===== src/hdl/apr_pkg.sv =====
// Shared types, constants and state encoding for the aging page replacement block.
package apr_pkg;

  localparam int MAX_FRAMES_DEF = 16;
  localparam int PAGE_BITS_DEF  = 16;

  localparam int PAGE_W  = 16;
  localparam int CFG_W   = 5;
  localparam int FRAME_W = 4;
  localparam int MISS_W  = 32;
  localparam int AGE_W   = 8;

  localparam logic [AGE_W-1:0] AGE_TOP = 8'h80;
  localparam logic [MISS_W-1:0] MISS_MAX = '1;

  typedef struct packed {
    logic [PAGE_W-1:0] page_number;
  } page_item_t;

  typedef struct packed {
    logic               hit;
    logic [FRAME_W-1:0] frame_index;
    logic               evicted;
    logic [PAGE_W-1:0]  evicted_page;
    logic [MISS_W-1:0]  miss_total;
  } result_t;

  typedef struct packed {
    logic rd_en;
    logic age_we;
    logic page_we;
  } store_ctl_t;

  typedef enum logic [1:0] {
    ST_IDLE,
    ST_SCAN,
    ST_FIN
  } state_e;

endpackage


===== src/hdl/apr_stream_if.sv =====
// Valid/ready channel carrying one item of a given payload type.
interface apr_stream_if #(
  parameter type T = logic
) ();
  logic valid;
  logic ready;
  T     data;

  modport source (output valid, output data, input ready);
  modport sink   (input valid, input data, output ready);
endinterface


===== src/hdl/apr_frame_store.sv =====
// Per-frame storage: page tag memory, age memory and valid flags.
module apr_frame_store
  import apr_pkg::*;
#(
  parameter int MAX_FRAMES = MAX_FRAMES_DEF,
  parameter int IW         = 4,
  parameter int PW         = 16
) (
  input  logic             clk_i,
  input  logic             rst_ni,
  input  store_ctl_t       ctl_i,
  input  logic [IW-1:0]    rd_addr_i,
  input  logic [IW-1:0]    wr_addr_i,
  input  logic [AGE_W-1:0] age_wdata_i,
  input  logic [PW-1:0]    page_wdata_i,
  output logic [PW-1:0]    rd_page_o,
  output logic [AGE_W-1:0] rd_age_o,
  output logic             rd_valid_o
);

  logic [PW-1:0]    page_mem [MAX_FRAMES];
  logic [AGE_W-1:0] age_mem  [MAX_FRAMES];

  logic [MAX_FRAMES-1:0] valid_q;
  logic [MAX_FRAMES-1:0] age_ok_q;
  logic                  rd_valid_q;
  logic                  rd_ok_q;
  logic [AGE_W-1:0]      rd_age_q;
  logic [PW-1:0]         rd_page_q;

  always_ff @(posedge clk_i or negedge rst_ni) begin
    if (!rst_ni) begin
      valid_q    <= '0;
      age_ok_q   <= '0;
      rd_valid_q <= 1'b0;
      rd_ok_q    <= 1'b0;
    end else begin
      if (ctl_i.page_we) valid_q[wr_addr_i] <= 1'b1;
      if (ctl_i.age_we) age_ok_q[wr_addr_i] <= 1'b1;
      if (ctl_i.rd_en) begin
        rd_valid_q <= valid_q[rd_addr_i];
        rd_ok_q    <= age_ok_q[rd_addr_i];
      end
    end
  end

  always_ff @(posedge clk_i) begin
    if (ctl_i.page_we) page_mem[wr_addr_i] <= page_wdata_i;
    if (ctl_i.age_we) age_mem[wr_addr_i] <= age_wdata_i;
    if (ctl_i.rd_en) begin
      rd_page_q <= page_mem[rd_addr_i];
      rd_age_q  <= age_mem[rd_addr_i];
    end
  end

  // an age entry never written reads as zero
  assign rd_age_o   = rd_ok_q ? rd_age_q : '0;
  assign rd_page_o  = rd_page_q;
  assign rd_valid_o = rd_valid_q;

endmodule


===== src/hdl/apr_ctrl.sv =====
// Scan sequencer: one frame compared per cycle, then the chosen frame is updated.
module apr_ctrl
  import apr_pkg::*;
#(
  parameter int MAX_FRAMES = MAX_FRAMES_DEF,
  parameter int IW         = 4,
  parameter int NW         = 5,
  parameter int PW         = 16
) (
  input  logic             clk_i,
  input  logic             rst_ni,
  input  logic [NW-1:0]    n_active_i,
  input  logic             in_valid_i,
  input  logic [PW-1:0]    in_page_i,
  output logic             in_ready_o,
  input  logic             res_ok_i,
  output logic             res_load_o,
  output result_t          res_o,
  output store_ctl_t       ctl_o,
  output logic [IW-1:0]    rd_addr_o,
  output logic [IW-1:0]    wr_addr_o,
  output logic [AGE_W-1:0] age_wdata_o,
  output logic [PW-1:0]    page_wdata_o,
  input  logic [PW-1:0]    rd_page_i,
  input  logic [AGE_W-1:0] rd_age_i,
  input  logic             rd_valid_i
);

  state_e state_q, state_d;
  logic [IW-1:0]     cnt_q, cnt_d;
  logic [PW-1:0]     page_q, page_d;
  logic              have_hit_q, have_hit_d, have_free_q, have_free_d;
  logic [IW-1:0]     hit_at_q, hit_at_d, free_at_q, free_at_d, min_at_q, min_at_d;
  logic [AGE_W-1:0]  hit_age_q, hit_age_d, free_age_q, free_age_d, min_age_q, min_age_d;
  logic [PW-1:0]     min_page_q, min_page_d;
  logic [MISS_W-1:0] miss_q, miss_d;

  logic              last;
  logic [IW-1:0]     chosen;
  logic [AGE_W-1:0]  chosen_age;
  logic [MISS_W-1:0] miss_next;
  logic              evict;

  assign last  = (NW'(cnt_q) + NW'(1)) == n_active_i;
  assign evict = !have_hit_q && !have_free_q;

  always_comb begin
    priority if (have_hit_q) begin
      chosen     = hit_at_q;
      chosen_age = hit_age_q;
    end else if (have_free_q) begin
      chosen     = free_at_q;
      chosen_age = free_age_q;
    end else begin
      chosen     = min_at_q;
      chosen_age = min_age_q;
    end
  end

  assign miss_next = (have_hit_q || miss_q == MISS_MAX) ? miss_q : miss_q + MISS_W'(1);

  always_comb begin
    state_d      = state_q;
    cnt_d        = cnt_q;
    page_d       = page_q;
    have_hit_d   = have_hit_q;
    have_free_d  = have_free_q;
    hit_at_d     = hit_at_q;
    hit_age_d    = hit_age_q;
    free_at_d    = free_at_q;
    free_age_d   = free_age_q;
    min_at_d     = min_at_q;
    min_age_d    = min_age_q;
    min_page_d   = min_page_q;
    miss_d       = miss_q;
    in_ready_o   = 1'b0;
    res_load_o   = 1'b0;
    ctl_o        = '0;
    rd_addr_o    = '0;
    wr_addr_o    = cnt_q;
    age_wdata_o  = rd_age_i >> 1;
    page_wdata_o = page_q;

    unique case (state_q)
      ST_IDLE: begin
        in_ready_o  = 1'b1;
        ctl_o.rd_en = in_valid_i;
        if (in_valid_i) begin
          page_d      = in_page_i;
          cnt_d       = '0;
          have_hit_d  = 1'b0;
          have_free_d = 1'b0;
          state_d     = ST_SCAN;
        end
      end
      ST_SCAN: begin
        // every active frame ages now; the chosen one gets its top bit at the end
        ctl_o.age_we = 1'b1;
        ctl_o.rd_en  = !last;
        rd_addr_o    = cnt_q + IW'(1);
        if (!have_hit_q && rd_valid_i && rd_page_i == page_q) begin
          have_hit_d = 1'b1;
          hit_at_d   = cnt_q;
          hit_age_d  = rd_age_i;
        end
        if (!have_free_q && !rd_valid_i) begin
          have_free_d = 1'b1;
          free_at_d   = cnt_q;
          free_age_d  = rd_age_i;
        end
        if (cnt_q == '0 || rd_age_i < min_age_q) begin
          min_at_d   = cnt_q;
          min_age_d  = rd_age_i;
          min_page_d = rd_page_i;
        end
        if (last) state_d = ST_FIN;
        else cnt_d = cnt_q + IW'(1);
      end
      ST_FIN: begin
        wr_addr_o   = chosen;
        age_wdata_o = (chosen_age >> 1) | AGE_TOP;
        if (res_ok_i) begin
          res_load_o    = 1'b1;
          ctl_o.age_we  = 1'b1;
          ctl_o.page_we = !have_hit_q;
          miss_d        = miss_next;
          state_d       = ST_IDLE;
        end
      end
      default: state_d = ST_IDLE;
    endcase
  end

  always_comb begin
    res_o.hit          = have_hit_q;
    res_o.frame_index  = FRAME_W'(chosen);
    res_o.evicted      = evict;
    res_o.evicted_page = evict ? PAGE_W'(min_page_q) : '0;
    res_o.miss_total   = miss_next;
  end

  always_ff @(posedge clk_i or negedge rst_ni) begin
    if (!rst_ni) begin
      state_q     <= ST_IDLE;
      cnt_q       <= '0;
      have_hit_q  <= 1'b0;
      have_free_q <= 1'b0;
      miss_q      <= '0;
    end else begin
      state_q     <= state_d;
      cnt_q       <= cnt_d;
      have_hit_q  <= have_hit_d;
      have_free_q <= have_free_d;
      miss_q      <= miss_d;
    end
  end

  always_ff @(posedge clk_i) begin
    page_q     <= page_d;
    hit_at_q   <= hit_at_d;
    hit_age_q  <= hit_age_d;
    free_at_q  <= free_at_d;
    free_age_q <= free_age_d;
    min_at_q   <= min_at_d;
    min_age_q  <= min_age_d;
    min_page_q <= min_page_d;
  end

`ifndef NO_ASSERTIONS
  a_scan_in_range: assert property (@(posedge clk_i) disable iff (!rst_ni)
    state_q == ST_SCAN |-> NW'(cnt_q) < n_active_i)
    else $error("scan index beyond active frames");

  a_hit_in_range: assert property (@(posedge clk_i) disable iff (!rst_ni)
    (state_q == ST_FIN && have_hit_q) |-> NW'(hit_at_q) < n_active_i)
    else $error("hit frame beyond active frames");

  a_miss_monotonic: assert property (@(posedge clk_i) disable iff (!rst_ni)
    1'b1 |=> miss_q >= $past(miss_q))
    else $error("miss count went down");

  a_fin_one_cycle_after_last: assert property (@(posedge clk_i) disable iff (!rst_ni)
    (state_q == ST_SCAN && last) |=> state_q == ST_FIN)
    else $error("scan did not end after last frame");
`endif

endmodule


===== src/hdl/aging_page_replacement_core.sv =====
// Aging page replacement: frames_in_use n active frames scanned one per cycle.
// Flow: an accepted item is scanned over the active frames, then the finish
// state loads the result register once it is free; a new item is taken only
// after that; one compare unit walks the frame memories one entry per cycle.
// Reset: valid and age flags clear at once; no clearing pass; page tags undefined.
// Frame count register resets to MAX_FRAMES; miss count resets to zero.
module aging_page_replacement_core
  import apr_pkg::*;
#(
  parameter int MAX_FRAMES = MAX_FRAMES_DEF,
  parameter int PAGE_BITS  = PAGE_BITS_DEF
) (
  input  logic             clk_i,
  input  logic             rst_ni,
  input  logic             cfg_we_i,
  input  logic [CFG_W-1:0] cfg_wdata_i,
  apr_stream_if.sink       in_i,
  apr_stream_if.source     out_o
);

  localparam int IW = (MAX_FRAMES > 1) ? $clog2(MAX_FRAMES) : 1;
  localparam int NW = $clog2(MAX_FRAMES + 1);
  localparam int PW = (PAGE_BITS < PAGE_W) ? PAGE_BITS : PAGE_W;

  logic [NW-1:0] n_active_q;
  logic          out_valid_q;
  result_t       out_data_q;

  store_ctl_t       ctl;
  logic [IW-1:0]    rd_addr, wr_addr;
  logic [AGE_W-1:0] age_wdata, rd_age;
  logic [PW-1:0]    page_wdata, rd_page, in_page;
  logic             rd_valid;
  logic             res_ok, res_load;
  result_t          res;

  page_item_t in_item;
  assign in_item = in_i.data;
  assign in_page = in_item.page_number[PW-1:0];

  // clamp the written count into 1..MAX_FRAMES
  always_ff @(posedge clk_i or negedge rst_ni) begin
    if (!rst_ni) begin
      n_active_q <= NW'(MAX_FRAMES);
    end else if (cfg_we_i) begin
      if (cfg_wdata_i == '0) n_active_q <= NW'(1);
      else if (int'(cfg_wdata_i) > MAX_FRAMES) n_active_q <= NW'(MAX_FRAMES);
      else n_active_q <= NW'(cfg_wdata_i);
    end
  end

  assign res_ok = !out_valid_q || out_o.ready;

  always_ff @(posedge clk_i or negedge rst_ni) begin
    if (!rst_ni) begin
      out_valid_q <= 1'b0;
    end else if (res_load) begin
      out_valid_q <= 1'b1;
    end else if (out_o.ready) begin
      out_valid_q <= 1'b0;
    end
  end

  always_ff @(posedge clk_i) begin
    if (res_load) out_data_q <= res;
  end

  assign out_o.valid = out_valid_q;
  assign out_o.data  = out_data_q;

  apr_ctrl #(
    .MAX_FRAMES (MAX_FRAMES),
    .IW         (IW),
    .NW         (NW),
    .PW         (PW)
  ) u_ctrl (
    .clk_i        (clk_i),
    .rst_ni       (rst_ni),
    .n_active_i   (n_active_q),
    .in_valid_i   (in_i.valid),
    .in_page_i    (in_page),
    .in_ready_o   (in_i.ready),
    .res_ok_i     (res_ok),
    .res_load_o   (res_load),
    .res_o        (res),
    .ctl_o        (ctl),
    .rd_addr_o    (rd_addr),
    .wr_addr_o    (wr_addr),
    .age_wdata_o  (age_wdata),
    .page_wdata_o (page_wdata),
    .rd_page_i    (rd_page),
    .rd_age_i     (rd_age),
    .rd_valid_i   (rd_valid)
  );

  apr_frame_store #(
    .MAX_FRAMES (MAX_FRAMES),
    .IW         (IW),
    .PW         (PW)
  ) u_store (
    .clk_i        (clk_i),
    .rst_ni       (rst_ni),
    .ctl_i        (ctl),
    .rd_addr_i    (rd_addr),
    .wr_addr_i    (wr_addr),
    .age_wdata_i  (age_wdata),
    .page_wdata_i (page_wdata),
    .rd_page_o    (rd_page),
    .rd_age_o     (rd_age),
    .rd_valid_o   (rd_valid)
  );

`ifndef NO_ASSERTIONS
  a_load_only_when_free: assert property (@(posedge clk_i) disable iff (!rst_ni)
    res_load |-> (!out_valid_q || out_o.ready))
    else $error("result register overwritten before it was taken");

  a_no_accept_while_busy: assert property (@(posedge clk_i) disable iff (!rst_ni)
    (in_i.valid && in_i.ready) |=> !in_i.ready)
    else $error("second item accepted during a scan");

  a_count_in_range: assert property (@(posedge clk_i) disable iff (!rst_ni)
    n_active_q != '0 && int'(n_active_q) <= MAX_FRAMES)
    else $error("active frame count out of range");
`endif

endmodule


===== src/flat_wrapper.sv =====
// flat-port wrapper written by rule: the top's interface ports become plain ports
module aging_page_replacement_core_flat import apr_pkg::*;
#(
  parameter int MAX_FRAMES = MAX_FRAMES_DEF,
  parameter int PAGE_BITS  = PAGE_BITS_DEF
)
  (clk_i, rst_ni, cfg_we_i, cfg_wdata_i, in_i_valid, in_i_data, in_i_ready, out_o_valid, out_o_data, out_o_ready);
  apr_stream_if #(.T(page_item_t)) in_i_i ();
  apr_stream_if #(.T(result_t)) out_o_i ();
  input  logic clk_i;
  input  logic rst_ni;
  input  logic cfg_we_i;
  input  logic [CFG_W-1:0] cfg_wdata_i;
  input wire logic [$bits(in_i_i.valid)-1:0] in_i_valid;
  input wire logic [$bits(in_i_i.data)-1:0] in_i_data;
  output wire logic [$bits(in_i_i.ready)-1:0] in_i_ready;
  output wire logic [$bits(out_o_i.valid)-1:0] out_o_valid;
  output wire logic [$bits(out_o_i.data)-1:0] out_o_data;
  input wire logic [$bits(out_o_i.ready)-1:0] out_o_ready;
  assign in_i_i.valid = in_i_valid;
  assign in_i_i.data = in_i_data;
  assign in_i_ready = in_i_i.ready;
  assign out_o_valid = out_o_i.valid;
  assign out_o_data = out_o_i.data;
  assign out_o_i.ready = out_o_ready;
  aging_page_replacement_core #(.MAX_FRAMES(MAX_FRAMES), .PAGE_BITS(PAGE_BITS)) u_core (.clk_i(clk_i), .rst_ni(rst_ni), .cfg_we_i(cfg_we_i), .cfg_wdata_i(cfg_wdata_i), .in_i(in_i_i), .out_o(out_o_i));
endmodule

===== config.mk =====
export PLATFORM = sky130hd
export DESIGN_NAME = aging_page_replacement_core_flat
export DESIGN_NICKNAME = d
export VERILOG_FILES = /design/src/hdl/apr_pkg.sv /design/src/hdl/apr_stream_if.sv /design/src/hdl/apr_frame_store.sv /design/src/hdl/apr_ctrl.sv /design/src/hdl/aging_page_replacement_core.sv /design/src/flat_wrapper.sv
export SDC_FILE = /design/constraint.sdc
export NUM_CORES = 1
export LEC_CHECK = 0
export BUFFER_PORTS_ARGS = -buffer_cell sky130_fd_sc_hd__clkbuf_2
export CORE_AREA = 2 2 223 225
export DETAILED_ROUTE_END_ITERATION = 7
export DIE_AREA = 0 0 225 227
export PLACE_DENSITY_LB_ADDON = 0.12
export SETUP_SLACK_MARGIN = 0.05
export SYNTH_ARGS = -nofsm -noshare
export SYNTH_HDL_FRONTEND = slang
export SYNTH_HIERARCHICAL = 1
export SYNTH_SLANG_ARGS = --single-unit

===== constraint.sdc =====
create_clock -name clk_i -period 5.4 [get_ports clk_i]
set_input_delay 1.08 -clock clk_i [delete_from_list [all_inputs] [get_ports clk_i]]
set_output_delay 1.08 -clock clk_i [all_outputs]
set_load 0.01 [all_outputs]

# [Word-level counts from Yosys, hierarchy flattened]
# Memory sizes are Yosys's and may differ from the RTL's. A register that Yosys moved wholly into a read port is not among the register bits.
# Cells that the tools add are included.
[classes] eq_ne=11 n_reduce_logical=27 addsub=3 n_lt_le_gt_ge=5 mux=42 bitwise_logic=2
[ops] op="adder 32 x 1 -> 32 bit, second input constant" n=1
[ops] op="equality test 32 bit, second input constant" n=1
[ops] op="two-way mux 32 bit" n=1
[ops] op="two-way mux 8 bit" n=4
[ops] op="bitwise OR 16 bit" n=2
[ops] op="two-way mux 4 bit" n=6
[ops] op="equality test 16 bit" n=1
[ops] op="two-way mux 1 bit" n=16
[ops] op="AND reduction 3 bit" n=4
[ops] op="less-than comparator 4 x 5 -> 1 bit, second input constant" n=2
[ops] op="two-way mux 5 bit" n=2
[ops] op="inequality test 2 bit, second input constant" n=5
[ops] op="AND reduction 2 bit" n=5
[ops] op="binary-select mux 1 bit (select 4 bit)" n=2
[ops] op="less-than comparator 8 bit" n=1
[ops] op="two-way mux 2 bit" n=4
[ops] op="one-hot mux 1 bit (2 select lines)" n=4
[ops] op="one-hot mux 4 bit (2 select lines)" n=1
[ops] op="one-hot mux 2 bit (3 select lines)" n=1
[ops] op="adder 4 x 1 -> 5 bit, second input constant" n=1
[ops] op="equality test 5 bit" n=1
[ops] op="greater-than comparator 5 bit, second input constant" n=1
[ops] op="logical AND 1 bit" n=5
[ops] op="logical NOT 1 bit" n=5
[ops] op="11 further kinds" n=14
[totals] memories=2 reg_bits=202 ramBits=384 output_inout_bits=56
[mem_list] name="u_core.u_store.page_mem" depth=16 word_bits=16 read_ports=1 rd_ports_with_merged_regs=1 write_ports=1 line_no="apr_frame_store.sv:21" text="logic [PW-1:0] page_mem [MAX_FRAMES];"
[mem_list] name="u_core.u_store.age_mem" depth=16 word_bits=8 read_ports=1 rd_ports_with_merged_regs=1 write_ports=1 line_no="apr_frame_store.sv:22" text="logic [AGE_W-1:0] age_mem [MAX_FRAMES];"

# [Logic depth before layout (Yosys ltp)]
# Gate-level depths: netlist (run 1).
[logic_depth] depth_word=8 ltp_mapped=10

# [By module]
# Netlist (run 1), hierarchy kept.
[by_module_without_submodules] mod="apr_frame_store" area_per_inst_um2=16664.7 instances=1 cells_per_inst=695
[by_module_without_submodules] mod="apr_ctrl" area_per_inst_um2=5560.3 instances=1 cells_per_inst=493
[by_module_without_submodules] mod="aging_page_replacement_core" area_per_inst_um2=1888.1 instances=1 cells_per_inst=78

# [Worst setup path after synthesis (run 1)]
# OpenSTA, ideal clock, no wires.
[synth_timing] path_kind="input port to flip-flop" from="in out_o_ready" to="mem u_core.u_store.page_mem[0][0], enable pin" setup_slack_ps=953 arrival_time_ps=4058 t_required_ps=5011 cell_stages=7 setup_time_ps=389 path_cell_list="nand2b_1 nand2_1 inv_1 nand2b_1 inv_1 or3b_2 nor2_1"
[synth_rtl] element="start: declaration" line_no="flat_wrapper.sv:19" text="input wire logic [$bits(out_o_i.ready)-1:0] out_o_ready;"
[synth_rtl] element="end: declaration" line_no="apr_frame_store.sv:21"

# [Worst setup path after layout (run 1)]
[layout_timing] from="reg u_core.u_ctrl.state_q[1]" to="reg u_core.u_store.rd_valid_q (netlist: u_core/u_store/rd_valid_o)"
[layout_via] elab_chain_cells=4 elab_cells_between_ends=6 classes_between="1 x eq/ne; 4 x mux; 1 x reduce/logical"
[layout_lines] element="start: declaration" line_no="apr_ctrl.sv:29" text="state_e state_q, state_d;"
[layout_lines] element="start signal: assignment" line_no="apr_ctrl.sv:150" text="state_q <= state_d;"
[layout_lines] element="equality test 2 x 1 -> 1 bit" line_no="apr_ctrl.sv:84" text="unique case (state_q)"
[layout_lines] element="two-way mux 4 bit" line_no="apr_ctrl.sv:84"
[layout_lines] element="net u_core.rd_addr[1]" line_no="aging_page_replacement_core.sv:30" text="logic [IW-1:0] rd_addr, wr_addr;"
[layout_lines] element="binary-select mux 1 bit (select 4 bit)" line_no="apr_frame_store.sv:41" text="rd_valid_q <= valid_q[rd_addr_i];"
[layout_lines] element="two-way mux 1 bit (implied by the code)" line_no="apr_frame_store.sv:41"
[layout_lines] element="end signal: assignment" line_no="apr_frame_store.sv:41"
[layout_lines] element="end: declaration" line_no="apr_frame_store.sv:26" text="logic rd_valid_q;"
# The timed path passes the listed nets, and every way through them passes these cells. The select of a mux whose other input is x is not followed.
# A chain may end at the register's enable or synchronous reset.

==> results.cfg, run 1 <==
[status]
status = finished clean

[setup_path]
cp.arrival_ps = 3900
end_kind = flip-flop
crit_fanout = 72
max_stage_delay_ps = 660
crit_family = multiplexers
crit_end = u_core/u_store/rd_valid_o
cp_cell_sequence = inv_1, ha_1, and2_4, buf_12, mux4_2, mux2i_1, mux2i_1, mux2_2
cp.buffers_inverters = 2
cp.required_ps = 5860
reg2regPathDepth = 8
worstSetupPathType = flip-flop to flip-flop
crit_path_start_kind = flip-flop
path_depth = 8
r2r-start = u_core/u_ctrl/state_q[1]
timing.rr.end = u_core/u_store/rd_valid_o
crit_path_top_delay_cell = and2_4
crit_start = u_core/u_ctrl/state_q[1]
crit_path_frequent_cell = mux2i_1
rrSetupSlack_ps = 1960

[power_and_ir_drop]
p_leak_nw = 9.53
power_density_mw_per_mm2 = 549
peakVddDrop_mv = 0.311

[final_layout]
diodes = 0
drive_gt1_share_pct = 30.0
nNetsFinal = 1442
syn_to_final_growth_pct = 15.0
regArea_mm2 = 0.0179
final_common_cell = edfxtp_1
multiInputGateArea_mm2 = 0.00596
fillCellCount = 3634
mostFrequentLayoutCells = edfxtp_1 (528), mux4_2 (128), clkbuf_2 (80)
final_area_mm2 = 0.0277

[floorplanning]
die-area_mm2 = 0.0511
die-height_um = 227
die_w_um = 225
rows = 81
core_mm2 = 0.0485
boundaryPins = 82
start_util_pct = 49.7

[sta]
slew_headroom_pct = 24.1
fmax_ghz = 0.290
fin_crit_ps = 3440
clock_skew_ps = 27.2
fin_setup_tns_ps = 0
hold_viol_final = 0
rsz0062_at_grt = no
min_period_over_period_pct = 63.8
timing.final.ws_setup_ps = 1960
hold-worst-slack_ps = 462
slew_violations = 0
setup_viol = 0
tightest_slew_ps = 1140

[global_route]
grt_usage_pct = 21.3
grt_pass1_wl_um = 78700
grt_max_degree = 81
grt_overflow = 0
grt_pass1_vias = 12201
antenna_found_initial = 3

[placed_design]
post_dp_cell_area_mm2 = 0.0255
io_buffer_count = 81
place_congestion = 0.770
dpl.hpwl_um = 32700
dpl_worst_slack_ps = 1780

[detailed_routing]
ant_nets = 0
wl_um = 52300
drc = 0
dr.pass1.iters = 5
wl_per_cell_um = 25.2
drt_first_iter_violations = 1151
vias_per_cell = 5.75
vias = 11930

[synthesis]
avgSynthCellArea_um2 = 19.0
ys_warn_count = 6
synth_flop_cell = edfxtp_1
synth-async-reset-ratio_pct = 13.2
yosysSeqAreaShare_pct = 74.1
syn_inst = 1266
synth_edf_count = 528
syn_nets = 1305
ys_seq_elements = 608
synth_area_mm2 = 0.0241
yosysUniqueCellTypes = 54

[min_path]
hold_path.class = flip-flop to flip-flop

[clocking]
holdBufCountCts = 0
h-tree-depth = 3
post-cts-setup-buffer-count = 0
cts_buffer_depth = 3
clk_latency_ps = 590
ctsRootBufferMaster = clkbuf_16
clkTransAtPathRegs_ps = 60
cts_sinks = 608
cts_tree = yes
numCtsBuffers = 66
post_cts_resized = 0

[run]
drv_cap = 0
==> area by class of cell <==
cell class / instances / share of cell area (%)
Timing Repair Buffer: 126 / 2.78
Multi-Input combinational cell: 576 / 21.5
Clock buffer: 88 / 6.55
Inverter: 25 / 0.338
Sequential cell: 608 / 64.4
Clock inverter: 31 / 1.61
Tap cell: 622 / 2.81
==> sequential cells by signal, summed over array words and instances (netlist names), 2 cells and up <==
name / flops
u_core/u_ctrl/min_age_q: 8
u_core/u_ctrl/cnt_q: 4
u_core/u_store/age_ok_q: 16
u_core/u_ctrl/free_at_q: 4
u_core/u_store/valid_q: 16
u_core/u_store/page_mem: 256
u_core/u_store/rd_page_o: 16
u_core/n_active_q: 5
u_core/u_ctrl/hit_age_q: 7
u_core/u_ctrl/min_at_q: 4
u_core/u_ctrl/min_page_q: 16
u_core/u_store/rd_age_q: 8
u_core/u_ctrl/state_q: 2
u_core/u_ctrl/miss_q: 32
u_core/u_ctrl/hit_at_q: 4
u_core/out_o.data: 54
u_core/u_store/age_mem: 128
u_core/u_ctrl/page_wdata_o: 16
u_core/u_ctrl/free_age_q: 7
==> worst min-delay path by stage <==
stage                                           start                          end  slack (ps)  cells past startpoint
after floorplan           u_core/u_store/age_ok_q[12]  u_core/u_store/age_ok_q[12]         430                      1
after global placement    u_core/u_store/age_ok_q[13]  u_core/u_store/age_ok_q[13]         440                      1
after CTS                   u_core/u_store/valid_q[7]    u_core/u_store/valid_q[7]         460                      1
after detailed placement    u_core/u_store/valid_q[7]    u_core/u_store/valid_q[7]         450                      1
final                     u_core/u_store/age_ok_q[13]  u_core/u_store/age_ok_q[13]         460                      1
after global routing      u_core/u_store/age_ok_q[15]  u_core/u_store/age_ok_q[15]         470                      1
==> cell usage after synthesis, types with 13 or more instances <==
| cell type | n | area (um2) |
|---|---|---|
| mux2_2 | 13 | 146 |
| mux4_2 | 128 | 2880 |
| buf_2 | 23 | 115 |
| nand4_1 | 19 | 119 |
| clkbuf_1 | 22 | 82.6 |
| nand2_1 | 60 | 225 |
| xnor2_1 | 56 | 490 |
| nand3_1 | 13 | 65.1 |
| or2_2 | 33 | 206 |
| mux2i_1 | 17 | 170 |
| edfxtp_1 | 528 | 15900 |
| and2_1 | 28 | 175 |
| inv_1 | 25 | 93.8 |
| nor2_1 | 63 | 236 |
| ha_1 | 13 | 163 |
| dfrtp_1 | 79 | 1980 |
| xor2_1 | 27 | 236 |
| o21ai_0 | 21 | 105 |
==> metrics by stage <==
stage / total power, mW / cells / util [%]
finish: 15.2 / 2076 / 57.1
floorplan: 9.35 / 1266 / -
detailed placement: 10.7 / 1957 / 52.4
global placement: 10.7 / 1957 / 52.4
CTS: 15.4 / 2076 / 57.1
global route: 15.9 / 2076 / 57.1
==> per-layer routing <==
metal  global-route usage (%)  wire length [um]  vias up
met3                     3.78              3100       72
met2                     34.1             25200      354
met5                        0                 0        -
met1                     30.3             22900     6293
li1                         -                 -     5211
met4                     6.69              1140        0
==> cell families (layout without fill, tap and decap cells) <==
group                      count (synthesis)  count (layout)  share of synthesized area, %
AOI/OAI and AO/OA                         46              46                          1.17
xor gates and xnor gates                  84              84                          3.11
adders and majority gates                 13              13                         0.675
buffers and inverters                     82             270                          1.52
DFF                                      608             608                          74.1
muxes                                    158             158                          13.3
and+or+nand+nor                          275             275                          6.20
==> where the power goes <==
| part | internal, mW | switching [mW] |
|---|---|---|
| Sequential | 6.27 | 0.395 |
| Combinational | 1.70 | 2.18 |
| Clock | 2.89 | 1.78 |
| Total | 10.9 | 4.35 |
Power figures use the tool's default switching activity.
==> run 2: changes to the inputs <==
clock period = 3.6 ns   (was 5.4 ns; I/O delays follow)
==> results.cfg, run 2 (synthesized netlist as in run 1, its figures left out) <==
[setup_path]
crit_fanout = 21
worstSetupPathType = flip-flop to flip-flop
reg2regPathDepth = 6
rrSetupSlack_ps = 530
crit_start = u_core/u_ctrl/cnt_q[0]
crit_path_frequent_cell = mux4_2
crit_path_start_kind = flip-flop
cp_cell_sequence = inv_1, ha_1, and2_4, buf_4, mux4_2, mux4_2
cp.buffers_inverters = 2
max_stage_delay_ps = 560
path_depth = 6
r2r-start = u_core/u_ctrl/cnt_q[0]
end_kind = flip-flop
cp.arrival_ps = 3390
crit_family = multiplexers
timing.rr.end = u_core/u_store/rd_page_o[2]
cp.required_ps = 3930
crit_end = u_core/u_store/rd_page_o[2]
crit_path_top_delay_cell = dfrtp_1

[sta]
hold_viol_final = 0
tightest_slew_ps = 1110
min_period_over_period_pct = 85.2
fin_setup_tns_ps = 0
fin_crit_ps = 3070
fmax_ghz = 0.326
timing.final.ws_setup_ps = 533
rsz0062_at_grt = no
slew_headroom_pct = 25.9
setup_viol = 0
slew_violations = 0
clock_skew_ps = 24.2

[detailed_routing]
ant_nets = 0
drt_first_iter_violations = 1010
wl_um = 50500
vias = 11798
vias_per_cell = 5.65
dr.pass1.iters = 5
drc = 0
wl_per_cell_um = 24.2

[placed_design]
post_dp_cell_area_mm2 = 0.0256
io_buffer_count = 81
dpl.hpwl_um = 30200
place_congestion = 0.775
dpl_worst_slack_ps = 526

[final_layout]
drive_gt1_share_pct = 30.2
diodes = 0
nNetsFinal = 1460
regArea_mm2 = 0.0179
final_common_cell = edfxtp_1
multiInputGateArea_mm2 = 0.00596
mostFrequentLayoutCells = edfxtp_1 (528), mux4_2 (128), clkbuf_2 (80)
fillCellCount = 3627
syn_to_final_growth_pct = 14.7
final_area_mm2 = 0.0276
largest_register_ffs = 256
top_register = u_core/u_store/page_mem

[global_route]
grt_overflow = 0
grt_max_degree = 81
antenna_found_initial = 4
grt_usage_pct = 20.6
grt_pass1_wl_um = 76500
grt_pass1_vias = 11984

[clocking]
clkTransAtPathRegs_ps = 60
post-cts-setup-buffer-count = 0
cts_buffer_depth = 3
ctsRootBufferMaster = clkbuf_16
cts_tree = yes
h-tree-depth = 3
cts_sinks = 608
post_cts_resized = 0
clk_latency_ps = 600
numCtsBuffers = 66
holdBufCountCts = 0

[floorplanning]
die-area_mm2 = 0.0511
boundaryPins = 82
die-height_um = 227
rows = 81
die_w_um = 225
core_mm2 = 0.0485
start_util_pct = 49.7

[power_and_ir_drop]
peakVddDrop_mv = 0.442
p_total_mw = 22.2
power_density_mw_per_mm2 = 803
p_leak_nw = 9.51

[run]
drv_cap = 0

[status]
status = finished clean

[min_path]
holdCritStartpoint = in_i_data[8]
hold_path.class = primary input to flip-flop
run 2: cell count changes in the layout (fill, tap and decap cells not counted), moves of 2 or more:
| cell | previous run | this run |
|---|---|---|
| clkbuf_8 | 4 | 2 |
| buf_4 | 44 | 58 |
| buf_12 | 2 | 6 |
| clkinv_8 | 1 | 3 |
| bufinv_16 | 11 | 2 |
| clkinv_1 | 8 | 17 |
| clkbuf_1 | 16 | 11 |
run 2: metal layers:
layer / global-route usage, % / up-vias / wire length (um)
met3: 3.81 / 71 / 3280
met2: 32.3 / 393 / 24100
li1: - / 5246 / -
met4: 6.22 / 0 / 905
met5: 0 / - / 0
met1: 29.9 / 6088 / 22200
run 2: cell type report:
| type | instances | area share, % |
|---|---|---|
| well taps | 622 | 2.81 |
| flip-flops and latches | 608 | 64.6 |
| repair buffers | 144 | 3.46 |
| multi-input cells | 576 | 21.5 |
| inverters | 25 | 0.353 |
| clock buffers | 81 | 6.40 |
| clock inverters | 31 | 0.833 |
run 2: how the worst min path moves through the flow:
| stage | endpoint | slack (ps) | depth (start not counted) |
|---|---|---|---|
| 2_1_floorplan | u_core/n_active_q[0] | 420 | 0 |
| 3_3_place_gp | u_core/u_store/age_ok_q[2] | 450 | 1 |
| 3_5_place_dp | u_core/u_store/valid_q[8] | 450 | 1 |
| 4_1_cts | u_core/u_ctrl/page_wdata_o[12] | 270 | 1 |
| 5_1_grt | u_core/u_ctrl/page_wdata_o[1] | 280 | 1 |
| 6_report | u_core/u_ctrl/page_wdata_o[8] | 300 | 1 |
run 2: per-stage QoR:
| step | instances | hold slack (ps) | utilization (%) |
|---|---|---|---|
| after floorplan | 1266 | 424 | - |
| after global placement | 1975 | 446 | 52.8 |
| after detailed placement | 1975 | 448 | 52.8 |
| after CTS | 2087 | 267 | 57.0 |
| after global routing | 2087 | 284 | 57.0 |
| final | 2087 | 297 | 57.0 |
run 2: where the power goes:
| part | switching (mW) | total [mW] | internal, mW | leakage, nW |
|---|---|---|---|---|
| clock | 2.65 | 6.28 | 3.63 | 0.970 |
| combinational | 3.27 | 5.97 | 2.70 | 2.70 |
| sequential | 0.552 | 9.95 | 9.40 | 5.83 |
| total | 6.46 | 22.2 | 15.7 | 9.51 |
==> run 3: changes to the inputs <==
CORE_AREA = 2 2 204 246   (was 2 2 223 225)
DIE_AREA = 0 0 206 248   (was 0 0 225 227)
==> results.cfg, run 3 (synthesized netlist as in run 1, its figures left out) <==
[global_route]
grt_usage_pct = 20.5
grt_max_degree = 81
grt_pass1_wl_um = 76200
grt_pass1_vias = 12213
grt_overflow = 0
antenna_found_initial = 1

[sta]
slew_violations = 0
fin_crit_ps = 2900
rsz0062_at_grt = no
min_period_over_period_pct = 80.5
slew_headroom_pct = 24.1
timing.final.ws_setup_ps = 701
tightest_slew_ps = 1140
hold-worst-slack_ps = 262
setup_viol = 0
hold_viol_final = 0
clock_skew_ps = 35.1
fmax_ghz = 0.345

[setup_path]
crit_end = u_core/u_store/rd_valid_o
path_depth = 8
crit_family = multiplexers
cp.arrival_ps = 3400
reg2regPathDepth = 8
timing.rr.end = u_core/u_store/rd_valid_o
rrSetupSlack_ps = 700
crit_path_top_delay_cell = dfrtp_1
crit_fanout = 25
cp_cell_sequence = inv_1, ha_1, and2_4, buf_4, mux4_2, mux2i_1, mux2i_1, mux2_2
end_kind = flip-flop
worstSetupPathType = flip-flop to flip-flop
crit_path_start_kind = flip-flop
crit_path_frequent_cell = mux2i_1
r2r-start = u_core/u_ctrl/cnt_q[0]
cp.buffers_inverters = 2
max_stage_delay_ps = 570
crit_start = u_core/u_ctrl/cnt_q[0]
cp.required_ps = 4100

[clocking]
h-tree-depth = 2
clk_latency_ps = 630
cts_tree = yes
ctsRootBufferMaster = clkbuf_16
cts_sinks = 608
post-cts-setup-buffer-count = 0
cts_buffer_depth = 3
holdBufCountCts = 0
numCtsBuffers = 58
clkTransAtPathRegs_ps = 60
post_cts_resized = 0

[final_layout]
drive_gt1_share_pct = 30.8
mostFrequentLayoutCells = edfxtp_1 (528), mux4_2 (128), clkbuf_2 (80)
largest_register_ffs = 256
syn_to_final_growth_pct = 14.9
top_register = u_core/u_store/page_mem
nNetsFinal = 1465
diodes = 0
final_common_cell = edfxtp_1

[floorplanning]
rows = 89
boundaryPins = 82
die-area_mm2 = 0.0511
core_mm2 = 0.0488
die-height_um = 248
start_util_pct = 49.4
die_w_um = 206

[detailed_routing]
vias = 11877
vias_per_cell = 5.63
wl_per_cell_um = 24.0
drt_first_iter_violations = 912
ant_nets = 0
drc = 0
dr.pass1.iters = 5
wl_um = 50600

[min_path]
hold_path.class = primary input to flip-flop

[placed_design]
dpl_worst_slack_ps = 695
place_congestion = 0.781
io_buffer_count = 81
dpl.hpwl_um = 32000

[power_and_ir_drop]
power_density_mw_per_mm2 = 797
p_leak_nw = 9.55
peakVddDrop_mv = 0.579

[status]
status = finished clean

[run]
drv_cap = 0
-- run 3: cell count changes in the layout (fill, tap and decap cells not counted), sizes merged --
cell,change
buf,+13
clkbuf,-13
bufinv,+7
clkinv,+3
inv,-2
clkinvlp,-1
-- run 3: area by class of cell --
class | count | area, um2
Fill cell | 3699 | 21100
Sequential cell | 608 | 17900
Multi-Input combinational cell | 576 | 5970
Clock buffer | 68 | 1490
Timing Repair Buffer | 157 | 1050
Tap cell | 637 | 797
Clock inverter | 38 | 448
Inverter | 25 | 97.6
-- run 3: how the worst min path moves through the flow --
| stage | cells past startpoint | slack (ps) | end | start |
|---|---|---|---|---|
| floorplan | 0 | 420 | u_core/n_active_q[0] | rst_ni |
| global placement | 1 | 440 | u_core/u_store/age_ok_q[12] | u_core/u_store/age_ok_q[12] |
| detailed placement | 1 | 450 | u_core/u_store/age_ok_q[12] | u_core/u_store/age_ok_q[12] |
| CTS | 1 | 220 | u_core/u_ctrl/page_wdata_o[4] | in_i_data[4] |
| global route | 1 | 230 | u_core/u_ctrl/page_wdata_o[4] | in_i_data[4] |
| finish | 1 | 260 | u_core/u_ctrl/page_wdata_o[5] | in_i_data[5] |
-- run 3: per-stage QoR --
| stage | std cells | setup TNS [ps] | area [um2] | util (%) | total power, mW |
|---|---|---|---|---|---|
| after global routing | 2109 | 0 | 27700 | 56.8 | 23.1 |
| final | 2109 | 0 | 27700 | 56.8 | 22.1 |
| after CTS | 2109 | 0 | 27700 | 56.8 | 22.4 |
| after global placement | 2003 | 0 | 25800 | 52.8 | 16.1 |
| after detailed placement | 2003 | 0 | 25800 | 52.8 | 16.2 |
| after floorplan | 1266 | -3950 | 24100 | - | 14.0 |
-- run 3: metal layers --
metal  vias to the layer above  routed length (um)  track usage [%]  part of all wire [%]
met1                      6291               21600             27.7                    43
li1                       5252                   -                -                     -
met4                         0                1220             5.88                   2.4
met2                       259               25600             34.5                    51
met5                         -                   0                0                     0
met3                        75                2230             3.31                   4.4
-- run 3: worst reg2reg max path: stages (launching register included) --
cell	delay [ps]
dfrtp_1	570
inv_1	160
ha_1	360
and2_4	200
buf_4	380
mux4_2	570
mux2i_1	180
mux2i_1	100
mux2_2	280
-- run 3: report_power, final --
group / internal [mW] / total (mW) / switching, mW
Sequential: 9.40 / 9.99 / 0.584
Combinational: 2.70 / 5.94 / 3.24
Clock: 3.60 / 6.15 / 2.55
Total: 15.7 / 22.1 / 6.37
